--- src/hdl/fpr_pkg.sv ---
// fpr_pkg: shared types and constants of the fifo page replacement unit
// no dependencies; imported by the top level, the checker and the test bench

package fpr_pkg;

    // default sizes of the frame store and the page field
    localparam int MAX_FRAMES_DEF = 16;
    localparam int PAGE_BITS_DEF  = 16;

    // at most this many frames are ever in use, whatever the store depth
    localparam int RESULT_LIMIT   = 16;

    // fixed field widths
    localparam int CFG_W   = 5;
    localparam int SLOT_W  = 4;
    localparam int TOTAL_W = 32;

    // frame count after reset
    localparam logic [CFG_W-1:0] FRAME_COUNT_RST = 5'd4;

    // sequencer states
    typedef enum logic [2:0] {
        S_IDLE,
        S_READ,
        S_CMP,
        S_HIT,
        S_WRITE,
        S_LREAD,
        S_LEMIT
    } t_state;

endpackage

--- src/hdl/fpr_frame_ram.sv ---
// fpr_frame_ram: frame store, one write port and one registered read port
// no dependencies; instantiated by fifo_page_replacement_unit

module fpr_frame_ram #(
    parameter int DEPTH  = 16,
    parameter int WIDTH  = 16,
    parameter int ADDR_W = 4
) (
    input  logic              i_clk,
    input  logic              i_we,
    input  logic [ADDR_W-1:0] i_waddr,
    input  logic [WIDTH-1:0]  i_wdata,
    input  logic [ADDR_W-1:0] i_raddr,
    output logic [WIDTH-1:0]  o_rdata
);

    logic [WIDTH-1:0] r_mem [DEPTH];
    logic [WIDTH-1:0] r_rdata;

    // write port
    always_ff @(posedge i_clk) begin
        if (i_we) begin
            r_mem[i_waddr] <= i_wdata;
        end
    end

    // registered read port
    always_ff @(posedge i_clk) begin
        r_rdata <= r_mem[i_raddr];
    end

    assign o_rdata = r_rdata;

endmodule

--- src/hdl/fifo_page_replacement_unit.sv ---
// fifo_page_replacement_unit: top level of the fifo page replacement unit
// depends on fpr_pkg and fpr_frame_ram

// One page reference is taken per request (start high while busy is low).
// The unit scans the filled frames one at a time through a single compare
// unit fed by the frame store's registered read port, which reads each frame
// in S_READ and compares it in S_CMP. A hit at frame k gives one result.
// A miss after scanning u frames writes the page at the round-robin pointer
// and lists all f filled frames, each in S_LREAD and then S_LEMIT, while
// busy stays high. Each result shows on the o_ result ports for one cycle
// with o_strobe high, in the cycle after it is formed; the receiver cannot
// stall it. The fault counter saturates. After a request with
// i_final_reference set, the frames, the pointer and the counter clear
// once its results are out. The frame count is written through the cfg
// channel, which is ready whenever the unit is idle.

module fifo_page_replacement_unit #(
    parameter int MAX_FRAMES = fpr_pkg::MAX_FRAMES_DEF,
    parameter int PAGE_BITS  = fpr_pkg::PAGE_BITS_DEF
) (
    input  logic                       i_clk,
    input  logic                       i_rst_n,
    // request channel
    input  logic                       start,
    output logic                       busy,
    input  logic [PAGE_BITS-1:0]       i_page_number,
    input  logic                       i_final_reference,
    // result channel
    output logic                       o_strobe,
    output logic                       o_page_fault,
    output logic [fpr_pkg::SLOT_W-1:0] o_frame_slot,
    output logic [PAGE_BITS-1:0]       o_frame_page,
    output logic                       o_last_of_run,
    output logic [fpr_pkg::TOTAL_W-1:0] o_fault_total,
    // configuration channel
    input  logic                       i_cfg_valid,
    output logic                       o_cfg_ready,
    input  logic [fpr_pkg::CFG_W-1:0]  i_cfg_data
);

    import fpr_pkg::*;

    localparam int EFF_MAX = (MAX_FRAMES < RESULT_LIMIT) ? MAX_FRAMES : RESULT_LIMIT;
    localparam int IDX_W   = (EFF_MAX > 1) ? $clog2(EFF_MAX) : 1;
    localparam int CNT_W   = $clog2(EFF_MAX + 1);
    localparam logic [CFG_W-1:0] EFF_MAX_CFG = CFG_W'(EFF_MAX);

    // sequencer and datapath registers
    t_state               r_state, n_state;
    logic [CFG_W-1:0]     r_cfg;
    logic [PAGE_BITS-1:0] r_page, n_page;
    logic                 r_final, n_final;
    logic [CNT_W-1:0]     r_fc, n_fc;
    logic [CNT_W-1:0]     r_used, n_used;
    logic [IDX_W-1:0]     r_idx, n_idx;
    logic [CNT_W-1:0]     r_filled, n_filled;
    logic [IDX_W-1:0]     r_ptr, n_ptr;
    logic [TOTAL_W-1:0]   r_count, n_count;

    // result registers
    logic                 r_strobe, n_strobe;
    logic                 r_fault, n_fault;
    logic [SLOT_W-1:0]    r_slot, n_slot;
    logic [PAGE_BITS-1:0] r_fpage, n_fpage;
    logic                 r_last, n_last;
    logic [TOTAL_W-1:0]   r_total, n_total;

    // helpers
    logic                 accept;
    logic [CNT_W-1:0]     cfg_eff;
    logic [CNT_W-1:0]     used_now;
    logic [IDX_W-1:0]     wr_ptr;
    logic [CNT_W-1:0]     idx_next;
    logic                 match;
    logic                 ram_we;
    logic [PAGE_BITS-1:0] ram_rdata;

    assign accept = start && (r_state == S_IDLE);

    // frame count clipped to the usable range
    always_comb begin
        if (r_cfg == '0) begin
            cfg_eff = CNT_W'(1);
        end else if (r_cfg > EFF_MAX_CFG) begin
            cfg_eff = CNT_W'(EFF_MAX);
        end else begin
            cfg_eff = CNT_W'(r_cfg);
        end
    end

    assign used_now = (r_filled < cfg_eff) ? r_filled : cfg_eff;

    // pointer wraps before use when the frame count was lowered
    assign wr_ptr   = (CNT_W'(r_ptr) >= r_fc) ? '0 : r_ptr;
    assign idx_next = CNT_W'(r_idx) + CNT_W'(1);

    // shared compare unit
    assign match  = (ram_rdata == r_page);
    assign ram_we = (r_state == S_WRITE);

    fpr_frame_ram #(
        .DEPTH  (EFF_MAX),
        .WIDTH  (PAGE_BITS),
        .ADDR_W (IDX_W)
    ) u_frame_ram (
        .i_clk   (i_clk),
        .i_we    (ram_we),
        .i_waddr (wr_ptr),
        .i_wdata (r_page),
        .i_raddr (r_idx),
        .o_rdata (ram_rdata)
    );

    // next state
    always_comb begin
        n_state = r_state;
        case (r_state)
            S_IDLE: begin
                if (accept) begin
                    n_state = (used_now == '0) ? S_WRITE : S_READ;
                end
            end
            S_READ: begin
                n_state = S_CMP;
            end
            S_CMP: begin
                if (match) begin
                    n_state = S_HIT;
                end else if (idx_next == r_used) begin
                    n_state = S_WRITE;
                end else begin
                    n_state = S_READ;
                end
            end
            S_HIT: begin
                n_state = S_IDLE;
            end
            S_WRITE: begin
                n_state = S_LREAD;
            end
            S_LREAD: begin
                n_state = S_LEMIT;
            end
            S_LEMIT: begin
                n_state = (idx_next == r_filled) ? S_IDLE : S_LREAD;
            end
            default: begin
                n_state = S_IDLE;
            end
        endcase
    end

    // datapath and result values
    always_comb begin
        n_page   = r_page;
        n_final  = r_final;
        n_fc     = r_fc;
        n_used   = r_used;
        n_idx    = r_idx;
        n_filled = r_filled;
        n_ptr    = r_ptr;
        n_count  = r_count;
        n_strobe = 1'b0;
        n_fault  = r_fault;
        n_slot   = r_slot;
        n_fpage  = r_fpage;
        n_last   = r_last;
        n_total  = r_total;
        case (r_state)
            S_IDLE: begin
                // latch the request
                if (accept) begin
                    n_page  = i_page_number;
                    n_final = i_final_reference;
                    n_fc    = cfg_eff;
                    n_used  = used_now;
                    n_idx   = '0;
                end
            end
            S_CMP: begin
                if (!match && (idx_next != r_used)) begin
                    n_idx = r_idx + IDX_W'(1);
                end
            end
            S_HIT: begin
                n_strobe = 1'b1;
                n_fault  = 1'b0;
                n_slot   = '0;
                n_fpage  = '0;
                n_last   = 1'b1;
                n_total  = r_count;
                if (r_final) begin
                    n_filled = '0;
                    n_ptr    = '0;
                    n_count  = '0;
                end
            end
            S_WRITE: begin
                // replace at the pointer, bump pointer and fault count
                n_ptr    = (CNT_W'(wr_ptr) + CNT_W'(1) >= r_fc) ? '0 : wr_ptr + IDX_W'(1);
                n_count  = (r_count != '1) ? r_count + TOTAL_W'(1) : r_count;
                n_filled = (r_used + CNT_W'(1) > r_fc) ? r_fc : r_used + CNT_W'(1);
                n_idx    = '0;
            end
            S_LEMIT: begin
                n_strobe = 1'b1;
                n_fault  = 1'b1;
                n_slot   = SLOT_W'(r_idx);
                n_fpage  = ram_rdata;
                n_last   = (idx_next == r_filled);
                n_total  = r_count;
                if (idx_next == r_filled) begin
                    if (r_final) begin
                        n_filled = '0;
                        n_ptr    = '0;
                        n_count  = '0;
                    end
                end else begin
                    n_idx = r_idx + IDX_W'(1);
                end
            end
            default: begin
            end
        endcase
    end

    // control registers
    always_ff @(posedge i_clk) begin
        if (!i_rst_n) begin
            r_state  <= S_IDLE;
            r_cfg    <= FRAME_COUNT_RST;
            r_filled <= '0;
            r_ptr    <= '0;
            r_count  <= '0;
            r_strobe <= 1'b0;
        end else begin
            r_state  <= n_state;
            r_filled <= n_filled;
            r_ptr    <= n_ptr;
            r_count  <= n_count;
            r_strobe <= n_strobe;
            if (i_cfg_valid && o_cfg_ready) begin
                r_cfg <= i_cfg_data;
            end
        end
    end

    // payload registers
    always_ff @(posedge i_clk) begin
        r_page  <= n_page;
        r_final <= n_final;
        r_fc    <= n_fc;
        r_used  <= n_used;
        r_idx   <= n_idx;
        r_fault <= n_fault;
        r_slot  <= n_slot;
        r_fpage <= n_fpage;
        r_last  <= n_last;
        r_total <= n_total;
    end

    // ports
    assign busy          = (r_state != S_IDLE);
    assign o_cfg_ready   = (r_state == S_IDLE);
    assign o_strobe      = r_strobe;
    assign o_page_fault  = r_fault;
    assign o_frame_slot  = r_slot;
    assign o_frame_page  = r_fpage;
    assign o_last_of_run = r_last;
    assign o_fault_total = r_total;

    // a result only follows a hit or a listing step
    a_strobe_src: assert property (@(posedge i_clk) disable iff (!i_rst_n)
        o_strobe |-> ($past(r_state) == S_HIT || $past(r_state) == S_LEMIT))
        else $error("result strobe without a hit or listing step");

    // a hit result is always the only and last one
    a_hit_last: assert property (@(posedge i_clk) disable iff (!i_rst_n)
        (o_strobe && !o_page_fault) |-> o_last_of_run)
        else $error("hit result not marked last");

    // an accepted request makes the unit busy
    a_accept_busy: assert property (@(posedge i_clk) disable iff (!i_rst_n)
        (start && !busy) |=> busy)
        else $error("request accepted but unit not busy");

    // filled frames never exceed the usable frame count
    a_filled_range: assert property (@(posedge i_clk) disable iff (!i_rst_n)
        r_filled <= CNT_W'(EFF_MAX))
        else $error("filled frame count out of range");

endmodule

--- config.mk ---
export PLATFORM = sky130hd
export DESIGN_NAME = fifo_page_replacement_unit
export DESIGN_NICKNAME = d
export VERILOG_FILES = /design/src/hdl/fpr_pkg.sv /design/src/hdl/fpr_frame_ram.sv /design/src/hdl/fifo_page_replacement_unit.sv
export SDC_FILE = /design/constraint.sdc
export NUM_CORES = 1
export LEC_CHECK = 0
export ABC_AREA = 1
export BUFFER_PORTS_ARGS = -buffer_cell sky130_fd_sc_hd__buf_2
export CAP_MARGIN = 20
export CORE_MARGIN = 2
export CORE_UTILIZATION = 30
export DETAILED_ROUTE_END_ITERATION = 12
export GPL_TIMING_DRIVEN = 0
export PLACE_DENSITY = 0.51
export SETUP_SLACK_MARGIN = 0.02
export SYNTH_ARGS = -nofsm -noshare
export SYNTH_HDL_FRONTEND = slang
export SYNTH_SLANG_ARGS = --single-unit
export TNS_END_PERCENT = 20
--- constraint.sdc ---
create_clock -name i_clk -period 3.8 [get_ports i_clk]
set_clock_uncertainty 0.15 [all_clocks]
set_input_delay 0.76 -clock i_clk [delete_from_list [all_inputs] [get_ports i_clk]]
set_output_delay 0.76 -clock i_clk [all_outputs]
set_load 0.05 [all_outputs]
# Word-level counts from Yosys, hierarchy flattened
# Memory sizes are Yosys's and may differ from the RTL's. A register that Yosys moved wholly into a read port is not among the register bits.
# Index checks and enable logic that the tools add are counted.
[totals]
reg_bits = 135
ram_bits = 256
inputBits = 26
out_inout_bits = 57
word_cells = 93
n_memories = 1
[op_classes]
n_addsub = 6
order_cmp = 5
eq_ne = 16
muxes = 33
reduce_logical = 16
[memory_table]
columns = ["name", "words", "word_bits", "read_ports", "rd_ports_with_merged_regs", "wr", "line_no", "source"]
rows = [
  ["u_frame_ram.r_mem", 16, 16, 1, 1, 1, "fpr_frame_ram.sv:17", "logic [WIDTH-1:0] r_mem [DEPTH];"],
]
[ops]
columns = ["cell", "count"]
rows = [
  ["2-to-1 mux 32 bit", 3],
  ["one-hot mux 32 bit (3 select lines)", 1],
  ["adder 32 x 1 -> 32 bit, second input constant", 1],
  ["inequality test 32 bit, second input constant", 1],
  ["one-hot mux 16 bit (2 select lines)", 1],
  ["2-to-1 mux 5 bit", 6],
  ["2-to-1 mux 4 bit", 7],
  ["one-hot mux 3 bit (6 select lines)", 1],
  ["== test 16 bit", 1],
  ["one-hot mux 4 bit (4 select lines)", 1],
  ["2-to-1 mux 3 bit", 5],
  ["one-hot mux 5 bit (3 select lines)", 1],
  ["one-hot mux 4 bit (3 select lines)", 1],
  ["adder 4 x 1 -> 5 bit, second input constant", 2],
  ["== test 5 bit", 2],
  ["zero test 5 bit", 2],
  ["== test 3 bit, second input constant", 3],
  ["adder 4 x 1 -> 4 bit, second input constant", 2],
  ["one-hot mux 4 bit (2 select lines)", 1],
  ["== test 3 x 2 -> 1 bit, second input constant", 2],
  ["inequality test 2 bit, second input constant", 3],
  ["nonzero test 3 bit", 2],
  ["adder 5 x 1 -> 5 bit, second input constant", 1],
  [">= comparator 4 x 5 -> 1 bit", 1],
  ["other kinds (18)", 25],
]

# Logic depth before layout (Yosys ltp)
# Gate-level depths: netlist of run 1.
[logic_depth]
ltp_word = 9
depth_mapped = 18
ltp_nobuf = 18

# Modules after synthesis
# Synthesis of run 1 repeated with hierarchy kept, for this count alone.
[unflattened]
hier_cells = 1868
hier_area_um2 = 18162.4
[modules_own_cells]
columns = ["module", "n_inst", "cells_each", "area_per_inst_um2"]
rows = [
  ["fpr_frame_ram", 1, 1074, 11380.9],
  ["fifo_page_replacement_unit", 1, 794, 6781.5],
]

# Worst setup path before layout of run 1
# Ideal clock, no wire load.
[synth_timing]
path_type = "register to register"
startpoint = "reg r_fc[2]"
endpoint = "reg r_ptr[3]"
setup_time_ps = 70
arrival_ps = 2682
t_required_ps = 3580
slack_ps = 897
path_stages_with_launch = 18
n_path_buf = 0
synth_period_minus_slack_ps = 2903
cell_sequence = "edfxtp_1 -> inv_1 -> ha_1 -> a21oi_1 -> o21a_1 -> nand3_1 -> nor2_1 -> ha_1 -> inv_1 -> xor2_1 -> inv_1 -> ha_1 -> a21boi_0 -> o21ai_0 -> nand2_1 -> a21oi_1 -> nand3_1 -> a21oi_1"
[synth_between]
elab_chain_len = 6
elab_cells_between_ends = 7
classes_between = "add/sub (2); order compare (2); mux (3)"
[synth_rtl]
columns = ["element", "line_no", "source"]
rows = [
  ["start: declaration", "fifo_page_replacement_unit.sv:53", "logic [CNT_W-1:0] r_fc, n_fc;"],
  ["start signal: assignment", "fifo_page_replacement_unit.sv:252", "r_fc <= n_fc;"],
  [">= comparator 4 x 5 -> 1 bit", "fifo_page_replacement_unit.sv:94", "assign wr_ptr = (CNT_W'(r_ptr) >= r_fc) ? '0 : r_ptr;"],
  ["2-to-1 mux 4 bit", "fifo_page_replacement_unit.sv:94", ""],
  ["adder 4 x 1 -> 5 bit", "fifo_page_replacement_unit.sv:200", "n_ptr = (CNT_W'(wr_ptr) + CNT_W'(1) >= r_fc) ? '0 : wr_ptr + IDX_W'(1);"],
  [">= comparator 5 bit", "fifo_page_replacement_unit.sv:200", ""],
  ["2-to-1 mux 4 bit *", "fifo_page_replacement_unit.sv:200", ""],
  ["one-hot mux 4 bit (3 select lines) *", "fifo_page_replacement_unit.sv:169", "case (r_state)"],
  ["end signal: assignment", "fifo_page_replacement_unit.sv:239", "r_ptr <= n_ptr;"],
  ["end: declaration", "fifo_page_replacement_unit.sv:57", "logic [IDX_W-1:0] r_ptr, n_ptr;"],
]
# Every way passes the cells marked *; elsewhere a longest branch is shown, timed or not.
# A chain may end at the register's enable or synchronous reset.

# Final worst setup path of run 1
# Ends and elaborated chain as after synthesis.

==> impl_metrics.ini, run 1 <==
[outcome]
status = finished clean

[power]
p_total_uw = 13200
p_leak_uw = 0.00674
power.density_nw_per_um2 = 659
vdd_drop_max_mv = 0.451

[yosys]
synth_largest_area_cell = edfxtp_1
synthMuxAreaShare_pct = 0
syn_area_um2 = 16800
synthSimpleGateAreaFrac_pct = 12.8
synth_compound_area_share_pct = 10.6
yosys.area_share.xor_xnor_pct = 2.13
synth_area_leaders = edfxtp_1 (61%), dfxtp_1 (7.8%), nand2_1 (4.7%)
syn_nets = 1519
synth_fa_ha_area_share_pct = 1.86
synth_top_family_by_area = simple AND/OR/NAND/NOR gates
synth-seq-cells = 407
yosys.area.top_type_share_pct = 60.8
syn_area_per_cell_um2 = 11.5
ys_types = 41
postSynthCellCount = 1468
yosysSeqAreaShare_pct = 68.6
ys_warn_count = 0

[final_layout]
area_delta_synth_final_pct = 18.9
drive_above_1_share_pct = 13.2
final_nets = 1663
fill_cells = 5494
final_common_cell = edfxtp_1
final_cell_mix = edfxtp_1 (341), nand2_1 (209), nor2_1 (166)
seq_area_um2 = 11600
final_util_pct = 36.2
fin_area_um2 = 20000
multi_input_area_um2 = 4670
n_antenna_cell = 0

[sta]
finalMaxSlewViolations = 0
grt_setup_unrepaired = no
worst_slew_pin_slew_ps = 943
setup_viol = 0
finalCritPeriodShare_pct = 85.5
slew_headroom_pct = 37.0
finalHoldViolCount = 0
post-route-min-period_ps = 3250
fmax_ghz = 0.308

[grt]
grt_pass1_vias = 11300
grt_pass1_wl_um = 70500
overflow = 0
track_usage_pct = 16.5
grt_max_degree = 56
antenna_found_initial = 1

[floorplan]
die_height_um = 241
ios = 83
rows = 86
core_um2 = 55300
die_area_um2 = 58100
initial_core_util_pct = 30.5
die_w_um = 241

[detailed_routing]
drt-vias-per-instance = 4.87
ant_nets = 0
dr.pass1.iters = 6
drc = 0
dr.first_iter.drc_count = 1162
vias = 11700
wire_per_inst_um = 19.9
wl_um = 47700

[clock_tree]
cts_tree = built
cts_hold_buf = 0
root_buffer = clkbuf_16
cts-htree-levels = 2
cts.clk_slew.worst_paths_ps = 60
numClockSinks = 407
clkLatencyLatePin_ps = 580
cts_buffers = 44
cts_max_path_buffers = 3

[placement]
finalWeightedCongestion = 0.884
place_area_um2 = 18500
dp_hpwl_um = 33500
io_buffers = 82

[setup_path]
arrival_ps = 3590
end_kind = flop
crit_fanout = 4
crit_type = flop to flop
critical_path_required_ps = 4140
start_kind = flop

[hold_path]
hold_path_class = primary input to flop

[flow_run]
cap_violations = 0
[repair_timing]
item	in CTS	in global routing
gates resized for setup	0	2
endpoints found under the setup margin	0	4
setup buffers	0	0
[report_power, final]
part / switching, uW / internal [uW] / total [uW] / leakage (uW)
sequential: 334 / 5270 / 5600 / 0.00361
combinational: 2300 / 915 / 3210 / 0.00241
clock: 1790 / 2590 / 4380 / 0.000724
total: 4420 / 8770 / 13200 / 0.00674
[logic make-up after synthesis]
logic type	count (synthesis)
simple gates	508
compound gates	320
flops	407
buf+inv	167
fa+ha+maj	25
xor+xnor	41
[cells in the mapped netlist, drive strengths merged]
master and count:
o21a 2, and2 2, nand4 19, xnor2 20, o22ai 32, xor2 21, dfxtp 66, nor4 2
buf 14, o21ai 122, nor3b 1, ha 25, nand3b 2, nor2 185, clkbuf 49, or2 8
o211ai 4, o21bai 2, inv 103, edfxtp 341, o221ai 32, clkinv 1, a21oi 125, nand2 215
a21boi 1, nand3 53, nor3 21
[path summary, 6_finish.rpt]
| path | startpoint | to | slack, ps | cells after the start |
|---|---|---|---|---|
| max | r_fc[2] | r_ptr[3] | 550 | 17 |
| min reg2reg | r_cfg[0] | r_cfg[0] | 320 | 2 |
| min | i_page_number[15] | r_page[15] | 200 | 1 |
| max reg2reg | r_fc[2] | r_ptr[3] | 550 | 17 |
[per-layer routing]
metal | wire length [um] | vias to the layer above | track usage, %
met3 | 3150 | 77 | 2.83
li1 | - | 5512 | -
met4 | 1390 | 2 | 5.74
met2 | 22200 | 412 | 26.6
met1 | 20900 | 5670 | 22.4
met5 | 16 | - | 0
[registers in the layout, summed over array words and instances (netlist names), 3 cells and up]
name,cells
r_ptr,4
u_frame_ram.o_rdata,16
r_used,5
o_frame_slot,4
u_frame_ram.r_mem,256
o_fault_total,32
r_state,3
r_fc,5
r_cfg,5
o_frame_page,16
r_filled,5
r_idx,4
r_page,16
r_count,32
[layout make-up]
class / count / area share [%]
Buffer: 63 / 1.39
Clock buffer: 57 / 5.99
Clock inverter: 24 / 1.41
Inverter: 104 / 1.95
Multi-Input combinational cell: 894 / 23.3
Sequential cell: 407 / 57.8
Tap cell: 748 / 4.68
Timing Repair Buffer: 98 / 3.48
[critical path: stages, from the launching register on]
cell      delay (ps)
edfxtp_1         350
inv_1            150
ha_1             280
a21oi_1          160
o21a_1           120
nand3_1          140
nor2_2           240
ha_1             230
inv_1             70
xor2_1           150
inv_1             80
ha_1             270
a21boi_0         130
o21ai_0          150
nand2_1           80
a21oi_2          200
nand3_1          100
a21oi_1          120
[stage by stage]
stage | hold WS [ps] | cells | worst slack [ps] | setup TNS [ps]
global placement | 312 | 2298 | -260 | -26010
floorplan | 293 | 1468 | 897 | 0
CTS | 168 | 2395 | 345 | 0
global route | 175 | 2395 | 74.6 | 0
finish | 201 | 2395 | 552 | 0
detailed placement | 316 | 2314 | 378 | 0
(Power assumes the default switching activity.)
==> run 2, diff against run 1 <==
CTS_BUF_LIST = sky130_fd_sc_hd__clkbuf_2 sky130_fd_sc_hd__clkbuf_4 sky130_fd_sc_hd__clkbuf_8   (was default)
GPL_TIMING_DRIVEN = default   (was 0)
==> run 2 against run 1 <==
  * Fmax fell by 4.4%
  * Die area unchanged
  * Combinational power fell by 5%
  * Critical path depth is the same
  * Setup slack worse by 150 ps
  * Utilization shrank 0.43 points
  * Critical path type unchanged
  * Largest power group unchanged
==> impl_metrics.ini, run 2 (same netlist as run 1, synthesis figures left out) <==
[outcome]
status = finished clean

[final_layout]
fill_cells = 5595
final_cells = 2417
top_register = u_frame_ram.r_mem
drive_above_1_share_pct = 17.0
largest_reg_flops = 256
final_cell_mix = edfxtp_1 (341), nand2_1 (209), nor2_1 (165)
multi_input_area_um2 = 4680
final_common_cell = edfxtp_1
final_util_pct = 35.8
final_nets = 1659
seq_area_um2 = 11600
area_delta_synth_final_pct = 17.5

[power]
combPwrFrac_pct = 24.2
pwr-share-clk_pct = 32.1
p_total_uw = 12700
power.switching_uw = 4260
p_sw_share_pct = 33.7
p_int_uw = 8390
power.density_nw_per_um2 = 640
p_leak_uw = 0.00677
pwr-share-seq_pct = 43.7
vdd_drop_max_mv = 0.424

[detailed_routing]
dr.first_iter.drc_count = 973
wl_um = 45100
drt-vias-per-instance = 4.76
ant_nets = 0
vias = 11500
dr.pass1.iters = 5
wire_per_inst_um = 18.6
drc = 0

[sta]
finalMaxSlewViolations = 0
slew_headroom_pct = 24.2
worst_slew_pin_slew_ps = 1140
setup_ws_ps = 404
final.setup.tns_ps = 0
finalCritPeriodShare_pct = 89.4
fmax_ghz = 0.294
post-route-min-period_ps = 3400
setup_viol = 0
finalHoldViolCount = 0

[placement]
finalWeightedCongestion = 0.822
dp.cells = 2281
io_buffers = 82
dp_hpwl_um = 27300
pre_cts_ws_ps = 241

[floorplan]
ios = 83
initial_core_util_pct = 30.5
die_w_um = 241
die_area_um2 = 58100
die_height_um = 241
core_um2 = 55300
rows = 86

[setup_path]
critPathTopFamily = compound AO/OA/AOI/OAI gates
critical_path_required_ps = 4210
crit_buf_inv = 3
start_kind = flop
crit_type = flop to flop
end_kind = flop
crit_chain = inv_1, ha_1, a21oi_1, o21a_1, nand3_1, nor2_2, inv_1, ha_1, inv_1, ha_1, o21ai_0, a21boi_0, o21ai_0, nand2_1, a21oi_2, nand3_1, a21oi_1
worst_path_largest_cell_delay_ps = 350
ff2ff_path_depth = 17
arrival_ps = 3800
cpMaxStageDelayCell = edfxtp_1
worst-path-stages = 17
crit_fanout = 4

[clock_tree]
numClockSinks = 407
cts_buffers = 73
cts_setup_buffers = 0
clkLatencyLatePin_ps = 650
cts_tree = built
root_buffer = clkbuf_8
cts-htree-levels = 3
cts_max_path_buffers = 3
cts_hold_buf = 0
cts_resized = 0
cts.clk_slew.worst_paths_ps = 60

[flow_run]
cap_violations = 0

[grt]
grt_pass1_vias = 11400
antenna_found_initial = 1
overflow = 0
grt_max_degree = 97
grt_pass1_wl_um = 68700
track_usage_pct = 15.7

[hold_path]
hold_path_class = primary input to flop
hold_depth = 1
run 2: cell types whose count changed in the layout (fill, tap and decap cells not counted), moves of 4 or more:
cell	delta
clkbuf_1	-57
buf_8	-12
buf_6	-4
clkbuf_4	+18
buf_2	-4
buf_4	+44
clkinv_1	+18
clkbuf_8	+73
clkbuf_16	-44
buf_1	-5
buf_16	-4
run 2: cell type report:
class                      instances  share of cell area [%]
antenna                            1                  0.0126
clock buffer                      96                    6.11
clock inverter                    39                    1.21
inverter                         104                    1.97
multi-input combinational        894                    23.6
sequential                       407                    58.4
tap                              748                    4.73
timing repair buffer             128                    3.88
run 2: final timing paths:
path	from	slack (ps)	endpoint
setup / recovery	r_fc[2]	400	r_ptr[3]
setup reg to reg	r_fc[2]	400	r_ptr[3]
hold reg to reg	r_ptr[0]	340	r_ptr[0]
hold / removal	i_final_reference	140	r_final
run 2: metrics by stage:
step,cell area [um2],hold WS [ps]
final,19800,142
after global routing,19800,94.3
after CTS,19800,81.5
after detailed placement,18300,321
after global placement,18300,318
after floorplan,16800,293
run 2: power by group through the flow:
stage	clock network [uW]	logic (uW)	registers, uW
2_1_floorplan	0	1980	5660
3_3_place_gp	0	3050	5620
3_5_place_dp	0	3060	5630
4_1_cts	4180	3070	5540
5_1_grt	4380	3420	5580
6_report	4060	3060	5540
run 2: routing by layer:
layer  wire length (um)  track usage [%]
met5                  0                0
met2              21000             24.8
met3               2510             3.18
met1              20800             21.7
met4                775             4.75
